File: src/rtl/lsc_pkg.sv
// lsc_pkg: shared types, constants and the cordic arctangent table
// for the lidar scan curvature block; no dependencies
package lsc_pkg;

    localparam int HALF_WIN_DEF    = 5;
    localparam int MAX_SAMPLES_DEF = 4096;
    localparam int CORDIC_STEPS    = 16;
    localparam int XY_W            = 17;
    localparam int CURV_W          = 42;
    localparam int IDX_W           = 12;

    localparam logic [1:0] REG_RANGE_MIN   = 2'd0;
    localparam logic [1:0] REG_RANGE_MAX   = 2'd1;
    localparam logic [1:0] REG_ANGLE_START = 2'd2;
    localparam logic [1:0] REG_ANGLE_STEP  = 2'd3;

    localparam logic signed [34:0] CORDIC_GAIN = 35'sd652032874;

    // work item from the front end to the back end
    typedef struct packed {
        logic [15:0] range_mm;
        logic [15:0] angle;
        logic        ok;
        logic        emit_ok;
        logic [15:0] center_idx;
    } t_job;

    function automatic logic [31:0] atan_turn(input logic [3:0] i);
        logic [31:0] v;
        case (i)
            4'd0:  v = 32'd536870912;
            4'd1:  v = 32'd316933406;
            4'd2:  v = 32'd167458907;
            4'd3:  v = 32'd85004756;
            4'd4:  v = 32'd42667331;
            4'd5:  v = 32'd21354465;
            4'd6:  v = 32'd10679838;
            4'd7:  v = 32'd5340245;
            4'd8:  v = 32'd2670163;
            4'd9:  v = 32'd1335087;
            4'd10: v = 32'd667544;
            4'd11: v = 32'd333772;
            4'd12: v = 32'd166886;
            4'd13: v = 32'd83443;
            4'd14: v = 32'd41722;
            4'd15: v = 32'd20861;
            default: v = 32'd0;
        endcase
        return v;
    endfunction

endpackage

File: src/rtl/lsc_front.sv
// lsc_front: takes range samples, checks range, tracks sample index and angle
// depends on lsc_pkg
module lsc_front #(
    parameter int HALF_WIN    = lsc_pkg::HALF_WIN_DEF,
    parameter int MAX_SAMPLES = lsc_pkg::MAX_SAMPLES_DEF
) (
    input  logic             i_clk,
    input  logic             i_rst_n,
    input  logic             i_valid,
    output logic             o_ready,
    input  logic [15:0]      i_range_mm,
    input  logic             i_not_finite,
    input  logic             i_scan_start,
    input  logic [15:0]      i_range_min,
    input  logic [15:0]      i_range_max,
    input  logic [15:0]      i_angle_start,
    input  logic [15:0]      i_angle_step,
    output logic             o_job_valid,
    input  logic             i_job_ready,
    output lsc_pkg::t_job    o_job
);
    import lsc_pkg::*;

    localparam int CNT_W   = $clog2(MAX_SAMPLES + 1);
    localparam int WIN_LEN = 2 * HALF_WIN + 1;

    logic [CNT_W-1:0]   r_count;
    logic [15:0]        r_angle;
    logic [WIN_LEN-1:0] r_valid;
    logic [CNT_W-1:0]   idx;
    logic [15:0]        ang;
    logic [WIN_LEN-1:0] vbits;
    logic [WIN_LEN-1:0] n_valid;
    logic               ok;
    logic               fire;

    assign o_ready = i_job_ready;
    assign fire    = i_valid && i_job_ready;

    always_comb begin
        idx   = i_scan_start ? '0 : r_count;
        ang   = i_scan_start ? i_angle_start : r_angle;
        vbits = i_scan_start ? '0 : r_valid;
        ok    = !i_not_finite && i_range_mm >= i_range_min && i_range_mm <= i_range_max;
        n_valid = {ok, vbits[WIN_LEN-1:1]};
    end

    assign o_job_valid       = fire && (idx < CNT_W'(MAX_SAMPLES));
    assign o_job.range_mm    = i_range_mm;
    assign o_job.angle       = ang;
    assign o_job.ok          = ok;
    assign o_job.emit_ok     = (idx >= CNT_W'(2 * HALF_WIN)) && (&n_valid);
    assign o_job.center_idx  = 16'(idx - CNT_W'(HALF_WIN));

    always_ff @(posedge i_clk) begin
        if (!i_rst_n) begin
            r_count <= '0;
            r_angle <= '0;
            r_valid <= '0;
        end else if (fire) begin
            if (idx < CNT_W'(MAX_SAMPLES)) begin
                r_count <= idx + 1'b1;
                r_angle <= ang + i_angle_step;
                r_valid <= n_valid;
            end else begin
                r_count <= idx;
                r_angle <= ang;
                r_valid <= vbits;
            end
        end
    end

endmodule

File: config.mk
export PLATFORM = sky130hd
export DESIGN_NAME = lsc_front
export DESIGN_NICKNAME = d
export VERILOG_FILES = /design/src/rtl/lsc_pkg.sv /design/src/rtl/lsc_front.sv
export SDC_FILE = /design/constraint.sdc
export NUM_CORES = 1
export LEC_CHECK = 0
export BUFFER_PORTS_ARGS = -buffer_cell sky130_fd_sc_hd__buf_2
export CORE_ASPECT_RATIO = 1.5
export CORE_UTILIZATION = 50
export CTS_BUF_LIST = sky130_fd_sc_hd__clkbuf_4 sky130_fd_sc_hd__clkbuf_8 sky130_fd_sc_hd__clkbuf_16
export CTS_CLUSTER_DIAMETER = 200
export DETAILED_ROUTE_END_ITERATION = 8
export HOLD_SLACK_MARGIN = 0.02
export PLACE_DENSITY_LB_ADDON = 0.1
export REMOVE_ABC_BUFFERS = 1
export SLEW_MARGIN = 10
export SYNTH_ARGS = -nofsm -noshare
export SYNTH_HDL_FRONTEND = slang
export SYNTH_SLANG_ARGS = --single-unit
File: constraint.sdc
create_clock -name i_clk -period 4.2 [get_ports i_clk]
set_clock_uncertainty 0.1 [all_clocks]
set_input_delay 0.42 -clock i_clk [delete_from_list [all_inputs] [get_ports i_clk]]
set_output_delay 0.42 -clock i_clk [all_outputs]
set_load 0.005 [all_outputs]
Word level (Yosys, flattened, before mapping)

Cells that the tools add are included.

Order comparisons: 4
Muxes and demuxes: 6
Add/subtract/negate cells: 3
Reduce and logical (&&, ||, !) cells: 7

Operator list:

| operator              | count |
|---|---|
| $mux 16               | 2 |
| $mux 13               | 2 |
| $mux 11               | 2 |
| $add 16x16->16        | 1 |
| $ge 16x16->1          | 1 |
| $le 16x16->1          | 1 |
| $sub 13x3->14 const B | 1 |
| $add 13x1->13 const B | 1 |
| $ge 13x4->1 const B   | 1 |
| $lt 13x13->1 const B  | 1 |
| $reduce_and 11->1     | 1 |
| $logic_and 1x1->1     | 5 |
| $logic_not 1->1       | 1 |

Output and inout bits: 52
Input bits: 86
Word-level logic and storage cells: 23
Bits in registers: 39

Depth between registers and ports, before layout

Depth after elaboration: 5
Depth in mapped cells: 12
Depth with buffers taken out: 10

Least setup slack after synthesis

OpenSTA, ideal clock, no wires.

Path kind: input to register
Start: input i_scan_start
End: register r_angle[15]
Buffers on the path: 2
Setup time: 0.077 ns
Path slack: 1.131 ns
Required time: 4.023 ns
Arrival time: 2.892 ns
Stages on the path: 11
Path through: clkbuf_1 > buf_2 > mux2i_1 > inv_1 > ha_1 > a21o_2 > nand4_1 > a21oi_2 > a21boi_1 > or4_4 > a41oi_2

RTL lines:

| what                   | RTL line        | source |
|---|---|---|
| start: declaration     | lsc_front.sv:13 | `input logic i_scan_start,` |
| end signal: assignment | lsc_front.sv:63 | `r_angle <= ang + i_angle_step;` |
| end signal: assignment | lsc_front.sv:67 | `r_angle <= ang;` |
| end: declaration       | lsc_front.sv:28 | `logic [15:0] r_angle;` |

==> flow_metrics.py <==
metrics = {
    "status": {
        "status": "finished, final reports clean",
    },
    "sta": {
        "fin_crit_ps": 3290,
        "totalNegativeSetupSlack_ps": 0,
        "hold_ws_ps": 323,
        "worst_slew_pin_slew_ps": 640,
        "finalSetupViolCount": 0,
        "relSlewSlack_pct": 57.4,
        "drv_slew": 0,
        "fmax_mhz": 304,
        "hold_viol_final": 0,
        "fin_crit_sh_pct": 78.4,
        "rsz0062_at_grt": "no",
    },
    "yosys": {
        "synth_top_cell_area_share_pct": 20.9,
        "seq_area_frac_synth_pct": 20.9,
        "synth_area_sq_um": 3740,
        "syn_inst": 493,
        "synthTopCellsByArea": "dfxtp_1 21%, ha_1 17%, inv_1 4.6%",
        "synth-main-ff-cell": "dfxtp_1",
        "synth_area_per_cell_sq_um": 7.59,
        "ys_top_cells_by_count": "50 x ha_1, 46 x inv_1, 46 x nand2_1",
        "ys.warnings.count": 0,
        "synth_edf_count": 0,
        "ys_ff_latch": 39,
        "synthArstFlopShare_pct": 0,
        "synth.distinct_cells": 58,
        "yosysMostFrequentCell": "ha_1",
        "synth_area_leader_cell": "dfxtp_1",
    },
    "clock_tree": {
        "cts-resized-gates": 0,
        "root_buffer": "clkbuf_8",
        "tritoncts": "built",
        "clkSinkCount": 39,
        "post-cts-setup-buffers": 0,
        "cts.path.max_buffers": 2,
        "clk_pin_slew_ps": 70,
        "h-tree-depth": 2,
        "clk_latency_ps": 300,
        "cts_hold_buf": 0,
        "cts_buffers": 5,
    },
    "grt": {
        "grt_pass1_wl_microns": 15300,
        "grt_start_max_net_pins": 25,
        "grt_overflow": 0,
        "grt_pass1_vias": 3605,
        "antenna_found_initial": 0,
        "track_usage_pct": 24.5,
    },
    "floorplanning": {
        "fp-row-count": 38,
        "start_util_pct": 51.8,
        "design.die.area_sq_um": 7840,
        "dieHeight_microns": 108,
        "die_w_microns": 72.6,
        "coreArea_sq_um": 7230,
        "io_pins": 138,
    },
    "cells_and_area": {
        "diodes": 0,
        "drive_above_1_share_pct": 29.1,
        "fin_nets": 738,
        "final_cell_count_no_fill": 702,
        "final_area_sq_um": 4450,
        "area_growth_pct": 19.1,
    },
    "setup_path": {
        "worstPathMaxFanout": 24,
        "crit_required_ps": 3680,
        "crit_arrival_ps": 2770,
        "cp-start-kind": "input pin",
        "end_kind": "primary output",
        "rr_worst_depth": 9,
        "critPathKind": "input pin to primary output",
    },
    "drt": {
        "drc": 0,
        "first_pass_iters": 5,
        "drt_iter0_drc": 124,
        "vias": 3809,
        "wl_per_cell_microns": 13.1,
        "ant_nets": 0,
        "wl_microns": 9210,
        "vias_per_cell": 5.43,
    },
    "place": {
        "place_inst": 694,
        "gp_congestion": 0.835,
        "dp.final_hpwl_microns": 7360,
        "postPlaceCellArea_sq_um": 4350,
        "io_buffers": 137,
    },
    "power": {
        "ir_drop_v": 0.000125,
        "power_density_nw_per_um2": 230,
        "p_leak_uw": 0.00221,
        "p_total_uw": 1030,
    },
    "hold_path": {
        "min_path_cells": 3,
        "hp-class": "input pin to register",
    },
    "job": {
        "drv_cap": 0,
    },
}
## layer usage
layer / wire length, microns / vias up / GRT usage (%)
met3: 475 / 6 / 4.66
met2: 4970 / 114 / 47.7
li1: - / 1949 / -
met1: 3670 / 1740 / 25.4
met5: 0 / - / 0
met4: 93 / 0 / 7.98
## registers in the layout (all words and copies together), names as in the netlist
| register | flops |
|---|---|
| r_valid | 10 |
| r_count | 13 |
| r_angle | 16 |
## area by class of cell
cell class	instances	area (sq um)
Multi-Input combinational cell	368	2560
Tap cell	100	125
Sequential cell	39	781
Inverter	46	173
Timing Repair Buffer	141	716
Clock buffer	8	104
Fill cell	726	2770
## report_power, final
part / switching [uW] / internal (uW) / leakage, uW
clock network: 137 / 157 / 0.0000549
registers: 7.98 / 385 / 0.000317
logic: 185 / 155 / 0.00183
## worst paths after layout
path	start	endpoint	slack [ps]
min	i_not_finite	r_valid[10]	320
max reg2reg	r_angle[1]	r_angle[15]	1670
min reg2reg	r_angle[6]	r_angle[6]	360
max	i_scan_start	o_job[10]	910
## cell usage in the layout (no fill, tap or decap), drive strengths merged, types with 3 or more instances in the layout
master  Yosys  layout
buf        26     141
ha         50      50
nand2      47      47
inv        46      46
dfxtp      39      39
nor2       35      35
a21oi      35      35
nand3      23      23
o21ai      22      22
mux2       15      15
nor3       14      14
nand4      14      14
xnor2      13      13
a22oi       9       9
a21o        9       9
nor4        8       8
nor2b       8       8
clkbuf     14       8
a211oi      7       7
and3        5       5
or3         5       5
and4        4       4
xor2        4       4
o31ai       3       3
a31oi       3       3
nand2b      3       3
nor3b       3       3
o21a        3       3
or4         3       3
a21boi      3       3
and2        3       3
## cells by family (layout without fill, tap and decap cells)
kind of cell               after synthesis  in the layout  synth area share [%]
buffers and inverters                   86            195                  10.8
xor gates and xnor gates                17             17                  3.98
and+or+nand+nor                        178            178                  23.8
DFF                                     39             39                  20.9
muxes                                   16             16                  4.78
adders and majority gates               51             51                  17.3
AOI/OAI and AO/OA                      106            106                  18.5
## metrics by stage
step                      util, %  setup WS [ps]
final                        61.6            907
after global placement       60.2           1020
after CTS                    61.6            882
after global routing         61.6            625
after floorplan                 -           1690
after detailed placement     60.2            894
## worst max-delay path, stage by stage
cell and delay [ps]:
buf_2 450, inv_1 330, nand2_1 250, ha_1 210
inv_1 50, a21oi_1 220, and2_0 310, nor2b_1 200
xnor2_1 130, nand2_1 60, buf_2 130
Power figures use the tool's default switching activity.
