File: src/rtl/lsc_pkg.sv
// lsc_pkg: shared types, constants and the cordic arctangent table
// for the lidar scan curvature block; no dependencies
package lsc_pkg;

    localparam int HALF_WIN_DEF    = 5;
    localparam int MAX_SAMPLES_DEF = 4096;
    localparam int CORDIC_STEPS    = 16;
    localparam int XY_W            = 17;
    localparam int CURV_W          = 42;
    localparam int IDX_W           = 12;

    localparam logic [1:0] REG_RANGE_MIN   = 2'd0;
    localparam logic [1:0] REG_RANGE_MAX   = 2'd1;
    localparam logic [1:0] REG_ANGLE_START = 2'd2;
    localparam logic [1:0] REG_ANGLE_STEP  = 2'd3;

    localparam logic signed [34:0] CORDIC_GAIN = 35'sd652032874;

    // work item from the front end to the back end
    typedef struct packed {
        logic [15:0] range_mm;
        logic [15:0] angle;
        logic        ok;
        logic        emit_ok;
        logic [15:0] center_idx;
    } t_job;

    function automatic logic [31:0] atan_turn(input logic [3:0] i);
        logic [31:0] v;
        case (i)
            4'd0:  v = 32'd536870912;
            4'd1:  v = 32'd316933406;
            4'd2:  v = 32'd167458907;
            4'd3:  v = 32'd85004756;
            4'd4:  v = 32'd42667331;
            4'd5:  v = 32'd21354465;
            4'd6:  v = 32'd10679838;
            4'd7:  v = 32'd5340245;
            4'd8:  v = 32'd2670163;
            4'd9:  v = 32'd1335087;
            4'd10: v = 32'd667544;
            4'd11: v = 32'd333772;
            4'd12: v = 32'd166886;
            4'd13: v = 32'd83443;
            4'd14: v = 32'd41722;
            4'd15: v = 32'd20861;
            default: v = 32'd0;
        endcase
        return v;
    endfunction

endpackage

File: src/rtl/lsc_queue.sv
// lsc_queue: two-entry job queue between front and back end
// depends on lsc_pkg
module lsc_queue (
    input  logic          i_clk,
    input  logic          i_rst_n,
    input  logic          i_valid,
    output logic          o_ready,
    input  lsc_pkg::t_job i_job,
    output logic          o_valid,
    input  logic          i_ready,
    output lsc_pkg::t_job o_job
);
    import lsc_pkg::*;

    t_job       r_mem [2];
    logic       r_wp;
    logic       r_rp;
    logic [1:0] r_cnt;
    logic       push;
    logic       pop;

    assign o_ready = r_cnt != 2'd2;
    assign o_valid = r_cnt != 2'd0;
    assign o_job   = r_mem[r_rp];
    assign push    = i_valid && o_ready;
    assign pop     = o_valid && i_ready;

    always_ff @(posedge i_clk) begin
        if (push) r_mem[r_wp] <= i_job;
    end

    always_ff @(posedge i_clk) begin
        if (!i_rst_n) begin
            r_wp <= 1'b0;
            r_rp <= 1'b0;
            r_cnt <= 2'd0;
        end else begin
            if (push) r_wp <= ~r_wp;
            if (pop) r_rp <= ~r_rp;
            r_cnt <= r_cnt + {1'b0, push} - {1'b0, pop};
        end
    end

endmodule

File: config.mk
export PLATFORM = sky130hd
export DESIGN_NAME = lsc_queue
export DESIGN_NICKNAME = d
export VERILOG_FILES = /design/src/rtl/lsc_pkg.sv /design/src/rtl/lsc_queue.sv
export SDC_FILE = /design/constraint.sdc
export NUM_CORES = 1
export LEC_CHECK = 0
export BUFFER_PORTS_ARGS = -buffer_cell sky130_fd_sc_hd__buf_2
export CORE_ASPECT_RATIO = 1.2
export CORE_MARGIN = 2
export CORE_UTILIZATION = 40
export DETAILED_ROUTE_END_ITERATION = 10
export PLACE_DENSITY_LB_ADDON = 0.12
export REMOVE_ABC_BUFFERS = 1
export SYNTH_ARGS = -nofsm -noshare
export SYNTH_HDL_FRONTEND = slang
export SYNTH_SLANG_ARGS = --single-unit
File: constraint.sdc
create_clock -name i_clk -period 9.1 [get_ports i_clk]
set_clock_uncertainty 0.1 [all_clocks]
set_input_delay 0.455 -clock i_clk [delete_from_list [all_inputs] [get_ports i_clk]]
set_output_delay 0.455 -clock i_clk [all_outputs]
set_load 0.05 [all_outputs]
* After elaboration in Yosys (flattened, before gate mapping)
Memories as Yosys holds them, arrays and structs flattened. A register that Yosys moved wholly into a read port is not among the register bits.
Cells that the tools add are included.
** Operators by class
- Add/sub/neg operators :: 2
- Multiplexer cells :: 4
- Reductions and logical operators :: 3
- Bitwise operators :: 2
- Equal/unequal tests :: 1
** Operators by type and width (count)
- 2-to-1 mux 1 bit :: 4
- adder 2 x 1 -> 2 bit :: 1
- logical AND 1 bit :: 2
- inequality test 2 bit (second input constant) :: 1
- NOT 1 bit :: 2
- nonzero test 2 bit :: 1
- subtractor 2 x 1 -> 2 bit :: 1
** Word-level totals
- Memories kept :: 1
- Word-level logic and storage cells :: 16
- Memory bits (writable) :: 100
- Output and inout port bits :: 52
- Flip-flop bits (word level) :: 4
- Input bits :: 54
** Memory list
- r_mem :: depth 2, bits a word 50, read ports 1, clocked after memory_dff 1, write ports 1, line lsc_queue.sv:15 : t_job r_mem [2];

* Longest topological paths before layout
Gate-level depths: netlist (run 1).
- Depth in word-level cells :: 4
- Gate-level depth with buffers :: 8
- Depth with buffers taken out :: 8

* Worst setup path after synthesis (run 1)
Ideal clock, no wire load.
- Path kind :: reg2reg
- From :: register r_cnt[0]
- To :: memory r_mem[0][0] (netlist bit), enable pin
- Setup slack :: 5.413 ns
- Library setup time :: 0.458 ns
- Required time :: 8.542 ns
- Period minus slack after synthesis :: 3.687 ns
- Path buffers :: 0
- Stages on the path, launching flop included :: 4
- Arrival :: 3.129 ns
- Cells stage by stage :: dfxtp_1 nand2b_1 nand2_1 nor2_1
** Between the ends
- Cells in the longest elaborated chain, start to end :: 4
** Ends and longest elaborated chain
- from (decl) :: line lsc_queue.sv:18 : logic [1:0] r_cnt;
- from (signal assigned) :: line lsc_queue.sv:40 : r_cnt <= r_cnt + {1'b0, push} - {1'b0, pop};
- inequality test 2 bit :: line lsc_queue.sv:22 : assign o_ready = r_cnt != 2'd2;
- net o_ready :: line lsc_queue.sv:7 : output logic o_ready,
- logical AND 1 bit :: line lsc_queue.sv:25 : assign push = i_valid && o_ready;
- 2-to-1 mux 1 bit :: line lsc_queue.sv:29 : if (push) r_mem[r_wp] <= i_job;
- 2-to-1 mux 1 bit (implied by the code) :: line lsc_queue.sv:29
- to (decl) :: line lsc_queue.sv:15
The timed path passes the listed nets, and every way through them passes these cells.

==> results of run 1 <==
-- sequential cells by signal, indices dropped and copies added, names as in the netlist, named ones only --
| register | count |
|---|---|
| r_wp | 1 |
| r_rp | 1 |
| r_mem | 100 |
| r_cnt | 2 |
-- power breakdown --
group	leakage (nW)	switching, mW	internal (mW)
sequential	0.976	0.0582	0.609
combinational	0.847	0.351	0.188
clock	0.135	0.150	0.207
-- path summary, 6_finish.rpt --
check                                               to  depth (start not counted)
worst max-delay path                         o_job[22]                          2
worst min-delay path            r_mem[1][16]$_DFFE_PP_                          1
worst max register to register     r_cnt[1]$_SDFF_PN0_                          8
worst min register to register       r_wp$_SDFFE_PN0N_                          2
-- logic make-up (layout without fill, tap and decap cells) --
| group | after synthesis | after routing | share of synthesized area, % |
|---|---|---|---|
| DFF | 105 | 105 | 75.7 |
| xor gates and xnor gates | 3 | 3 | 0.641 |
| other | 0 | 1 | 0 |
| muxes | 51 | 51 | 18.6 |
| and+or+nand+nor | 11 | 11 | 1.50 |
| adders and majority gates | 2 | 2 | 0.610 |
| buffers and inverters | 7 | 123 | 2.81 |
| AOI/OAI and AO/OA | 1 | 1 | 0.214 |
-- cell usage in the layout, fill, tap and decap left out, types with 2 or more instances in the layout --
master     Yosys  layout
nand2_1        2       2
buf_2          0     105
and2_1         2       2
xnor2_1        3       3
buf_4          0       2
clkbuf_16      0       9
edfxtp_1     100     100
nand2b_1       2       2
ha_1           2       2
nor2b_1        2       2
dfxtp_1        5       4
mux2_4        50      50
clkinv_1       0       4
-- layer usage --
metal | global-route usage [%] | vias to the layer above | wire [um]
met3 | 4.52 | 2 | 450
met2 | 21.0 | 57 | 3610
met5 | 0 | - | 0
met1 | 14.2 | 984 | 2660
met4 | 5.07 | 0 | 37
li1 | - | 922 | -
-- cell usage after synthesis --
cell and n:
nand2b_1 2, or2_2 1, inv_1 1, buf_12 5
o21a_2 1, and3_1 1, edfxtp_1 100, nor2_1 1
nand2_1 2, and2_1 2, nor2b_1 2, xnor2_1 3
dfxtp_1 5, ha_1 2, mux2_4 50, mux2i_1 1
buf_6 1
-- metrics by stage --
step | instance area [um2] | worst slack, ns | cells | total power, mW | utilization (%)
2_1_floorplan | 3990 | 5.41 | 174 | 1.12 | -
3_3_place_gp | 4700 | 6.93 | 407 | 1.22 | 46.9
3_5_place_dp | 4700 | 6.94 | 407 | 1.23 | 46.9
4_1_cts | 4970 | 6.57 | 422 | 1.59 | 49.7
5_1_grt | 4970 | 6.52 | 422 | 1.63 | 49.7
6_report | 4980 | 6.65 | 423 | 1.56 | 49.7
-- layout make-up --
class,instances,area share (%)
antenna,1,0.0503
clock buffer,9,4.52
clock inverter,6,1.01
inverter,1,0.0754
multi-input combinational,68,17.9
sequential,105,62.4
tap,126,3.17
timing repair buffer,107,10.9
-- critical path, delay by kind of cell (launching register included) --
family | cells | cell delay, ns
buf+inv | 1 | 0.21
flops | 1 | 0.99
mux | 1 | 0.36
==> results.cfg, run 1 <==
[drt]
num_vias = 1965
viasPerCell = 4.65
antenna_left = 0
dr.first_iter.drc_count = 95
drc = 0
first_pass_iters = 4
finalWirelength_um = 6760
wl_per_cell_um = 16.0

[sta]
drv_slew = 0
slew_headroom_pct = 36.6
holdWs_ns = 0.213
period_minus_slack_ns = 2.45
tightestPinTransition_ns = 0.952
fmax_ghz = 0.407
post-route-period-util_pct = 27.0
hold_viol_final = 0
rsz0062_at_grt = false
setup_viol = 0
tns_ns = 0

[setup_path]
worst_path_largest_cell_delay_ns = 0.99
reg2reg_from = r_cnt[0]$_SDFF_PN0_
timing.critical_path.from_type = flop
rrSetupSlack_ns = 7.27
cp.arrival_ns = 1.90
endpoint_kind = output port
cp_data_required_time_ns = 8.55
worstPathCellList = mux2_4, buf_2
worst_path_max_delay_cell = dfxtp_4
path_class = reg -> out
worstPathMaxFanout = 50

[global_routing]
grt_overflow = 0
grt_first_pass_wirelength_um = 9990
grt_max_degree = 51
track_usage_pct = 12.4
grt_pass1_vias = 2064
antenna_found_initial = 1

[cts]
cts_resized = 0
cts_buffers = 9
path_clk_slew_ns = 0.06
ctsHoldBuffers = 0
cts_setup_buffers = 0
htree_levels = 3
clock_latency_ns = 0.33
cts_tree = done
clk_path_buf_depth = 2
cts_root_buffer = clkbuf_16
cts_sinks = 105

[floorplan]
coreArea_um2 = 10000
ioPinCount = 106
die_w_um = 96.4
die-area_um2 = 11100
die_height_um = 115
initial_core_util_pct = 41.0
placementRows = 40

[synthesis]
synth_area_um2 = 4100
yosys-top-cells-area = edfxtp_1 73%, mux2_4 18%, buf_12 2.4%
yosysWarnings = 0
ys_seq_area_share_pct = 75.7
ys_ff_latch = 105
yosys.area.top_type_share_pct = 73.2
syn-instance-count = 180
ys_types = 17
synth_top_area_cell = edfxtp_1
synth_area_per_cell_um2 = 22.8

[worst_hold_path]
hp-class = in -> reg
min-delay-start = i_job[16]

[power_and_ir_drop]
p_leak_nw = 1.96
ir_drop_v = 0.000193
power.density_nw_per_um2 = 314

[finish]
final_net_count = 348
area_growth_syn_to_layout_pct = 21.4
num-fill-cells = 880
multiInputGateArea_um2 = 891
seqCellArea_um2 = 3110
drive_gt1_share_pct = 58.4

[flow_run]
max-cap-violations = 0

[place]
place.gp.congestion = 0.658
portBuffers = 105
place_hpwl_um = 4310

[status]
outcome = finished clean
No activity file was read; power rests on OpenSTA's default activity.
==> inputs of run 2 (changes only) <==
clock period = 2.1 ns   (was 9.1 ns; I/O delays follow)
==> results.cfg, run 2 (same netlist as run 1, synthesis figures left out) <==
[finish]
num-fill-cells = 843
final_net_count = 403
layout_commonest_cell = buf_2
drive_gt1_share_pct = 50.9
regMostFlops = r_mem
largest_reg_flops = 100
area_growth_syn_to_layout_pct = 36.6
final_cell_mix = 105 x buf_2, 100 x edfxtp_1, 51 x dlygate4sd3_1, 50 x mux2_4, 9 x clkbuf_16
fin_area_um2 = 5600
biggestRegsByFlops = r_mem: 100 flops, r_cnt: 2 flops
num_antenna_cells = 0

[sta]
tns_ns = 0
drv_slew = 0
tightestPinTransition_ns = 0.437
setup_ws_ns = 0.256
fmax_ghz = 0.542
period_minus_slack_ns = 1.84
rsz0062_at_grt = false
hold_viol_final = 0
post-route-period-util_pct = 87.8
setup_viol = 0
slew_headroom_pct = 70.9

[drt]
antenna_left = 0
num_vias = 2145
dr.first_iter.drc_count = 121
wl_per_cell_um = 14.3
viasPerCell = 4.49
finalWirelength_um = 6860
first_pass_iters = 4
drc = 0

[power_and_ir_drop]
p_int_mw = 4.70
p_leak_nw = 2.22
sw_frac_of_total_pct = 34.4
clockPowerShare_pct = 25.5
power.density_nw_per_um2 = 1280
ir_drop_v = 0.000673
comb_power_share_pct = 36.6
switchingPower_mw = 2.47
power_frac_seq_pct = 37.9

[setup_path]
r2r_end = r_cnt[1]$_SDFF_PN0_
cp_data_required_time_ns = 1.89
reg2reg_from = r_cnt[0]$_SDFF_PN0_
timing.critical_path.from_type = flop
endpoint = o_job[39]
worstPathMaxFanout = 23
cp.arrival_ns = 1.64
path_class = reg -> out
rrSetupSlack_ns = 0.30
endpoint_kind = output port
r2r.worst_path.cells = 8

[global_routing]
grt_first_pass_wirelength_um = 10300
grt_pass1_vias = 2154
antenna_found_initial = 0
use_met3_pct = 3.47
grt_max_degree = 33
use_met2_pct = 21.9
grt_busiest_layer = met2
track_usage_pct = 12.7
grt_overflow = 0
grt_use_met1_pct = 14.9

[cts]
path_clk_slew_ns = 0.06
clk_path_buf_depth = 2
cts_buffers = 9
cts_root_buffer = clkbuf_16
cts_sinks = 105
htree_levels = 3
cts_tree = done
clock_latency_ns = 0.33
cts_setup_buffers = 0

[floorplan]
ioPinCount = 106
die-area_um2 = 11100
placementRows = 40
coreArea_um2 = 10000
die_height_um = 115
initial_core_util_pct = 41.0
die_w_um = 96.4

[flow_run]
max-cap-violations = 0

[status]
outcome = finished clean

[worst_hold_path]
min-delay-start = i_valid
hp-class = in -> reg

[place]
dpl_cell_area_um2 = 4750
dp_worst_setup_slack_ns = 0.315
portBuffers = 105
place.gp.congestion = 0.658
place_hpwl_um = 4290
[run 2: cell type report]
class | instances | area, um2 | area share, %
inverter | 1 | 3.75 | 0.0670
timing repair buffer | 162 | 1110 | 19.8
clock buffer | 9 | 225 | 4.02
tap | 126 | 158 | 2.82
clock inverter | 7 | 109 | 1.94
multi-input combinational | 68 | 891 | 15.9
sequential | 105 | 3110 | 55.5
[run 2: what timing repair did]
action / CTS / global route
resized for setup: 0 / 0
endpoints found under the hold margin: 105 / 0
hold buffers: 51 / 0
[run 2: worst min-delay path by stage]
stage / endpoint / cells after the start
final: r_wp$_SDFFE_PN0N_ / 3
after global routing: r_wp$_SDFFE_PN0N_ / 3
after CTS: r_wp$_SDFFE_PN0N_ / 3
after detailed placement: r_mem[0][35]$_DFFE_PP_ / 1
after global placement: r_mem[1][6]$_DFFE_PP_ / 1
after floorplan: r_mem[0][0]$_DFFE_PP_ / 0
[run 2: layer usage]
metal	routed length [um]	up-vias
li1	-	1031
met1	2850	1045
met2	3570	61
met3	347	8
met4	93	0
met5	0	-
[run 2: power by group through the flow]
stage / sequential, mW / clock (mW) / combinational [mW]
final: 2.72 / 1.83 / 2.63
after global routing: 2.74 / 1.95 / 2.77
after CTS: 2.72 / 1.89 / 2.66
after detailed placement: 2.76 / 0 / 2.59
after global placement: 2.75 / 0 / 2.58
after floorplan: 2.88 / 0 / 1.97
[run 2: stage by stage]
step | cells | hold WS, ns | total power [mW] | utilization [%]
detailed placement | 411 | 0.197 | 5.35 | 47.5
CTS | 478 | 0.0705 | 7.27 | 55.9
floorplan | 174 | 0.104 | 4.85 | -
global route | 478 | 0.129 | 7.46 | 55.9
global placement | 411 | 0.192 | 5.33 | 47.5
finish | 478 | 0.105 | 7.17 | 55.9
[run 2: critical path: stages, from the launching register on]
cell and delay, ns:
dfxtp_4 0.36, buf_4 0.39, mux2_4 0.35, buf_2 0.21
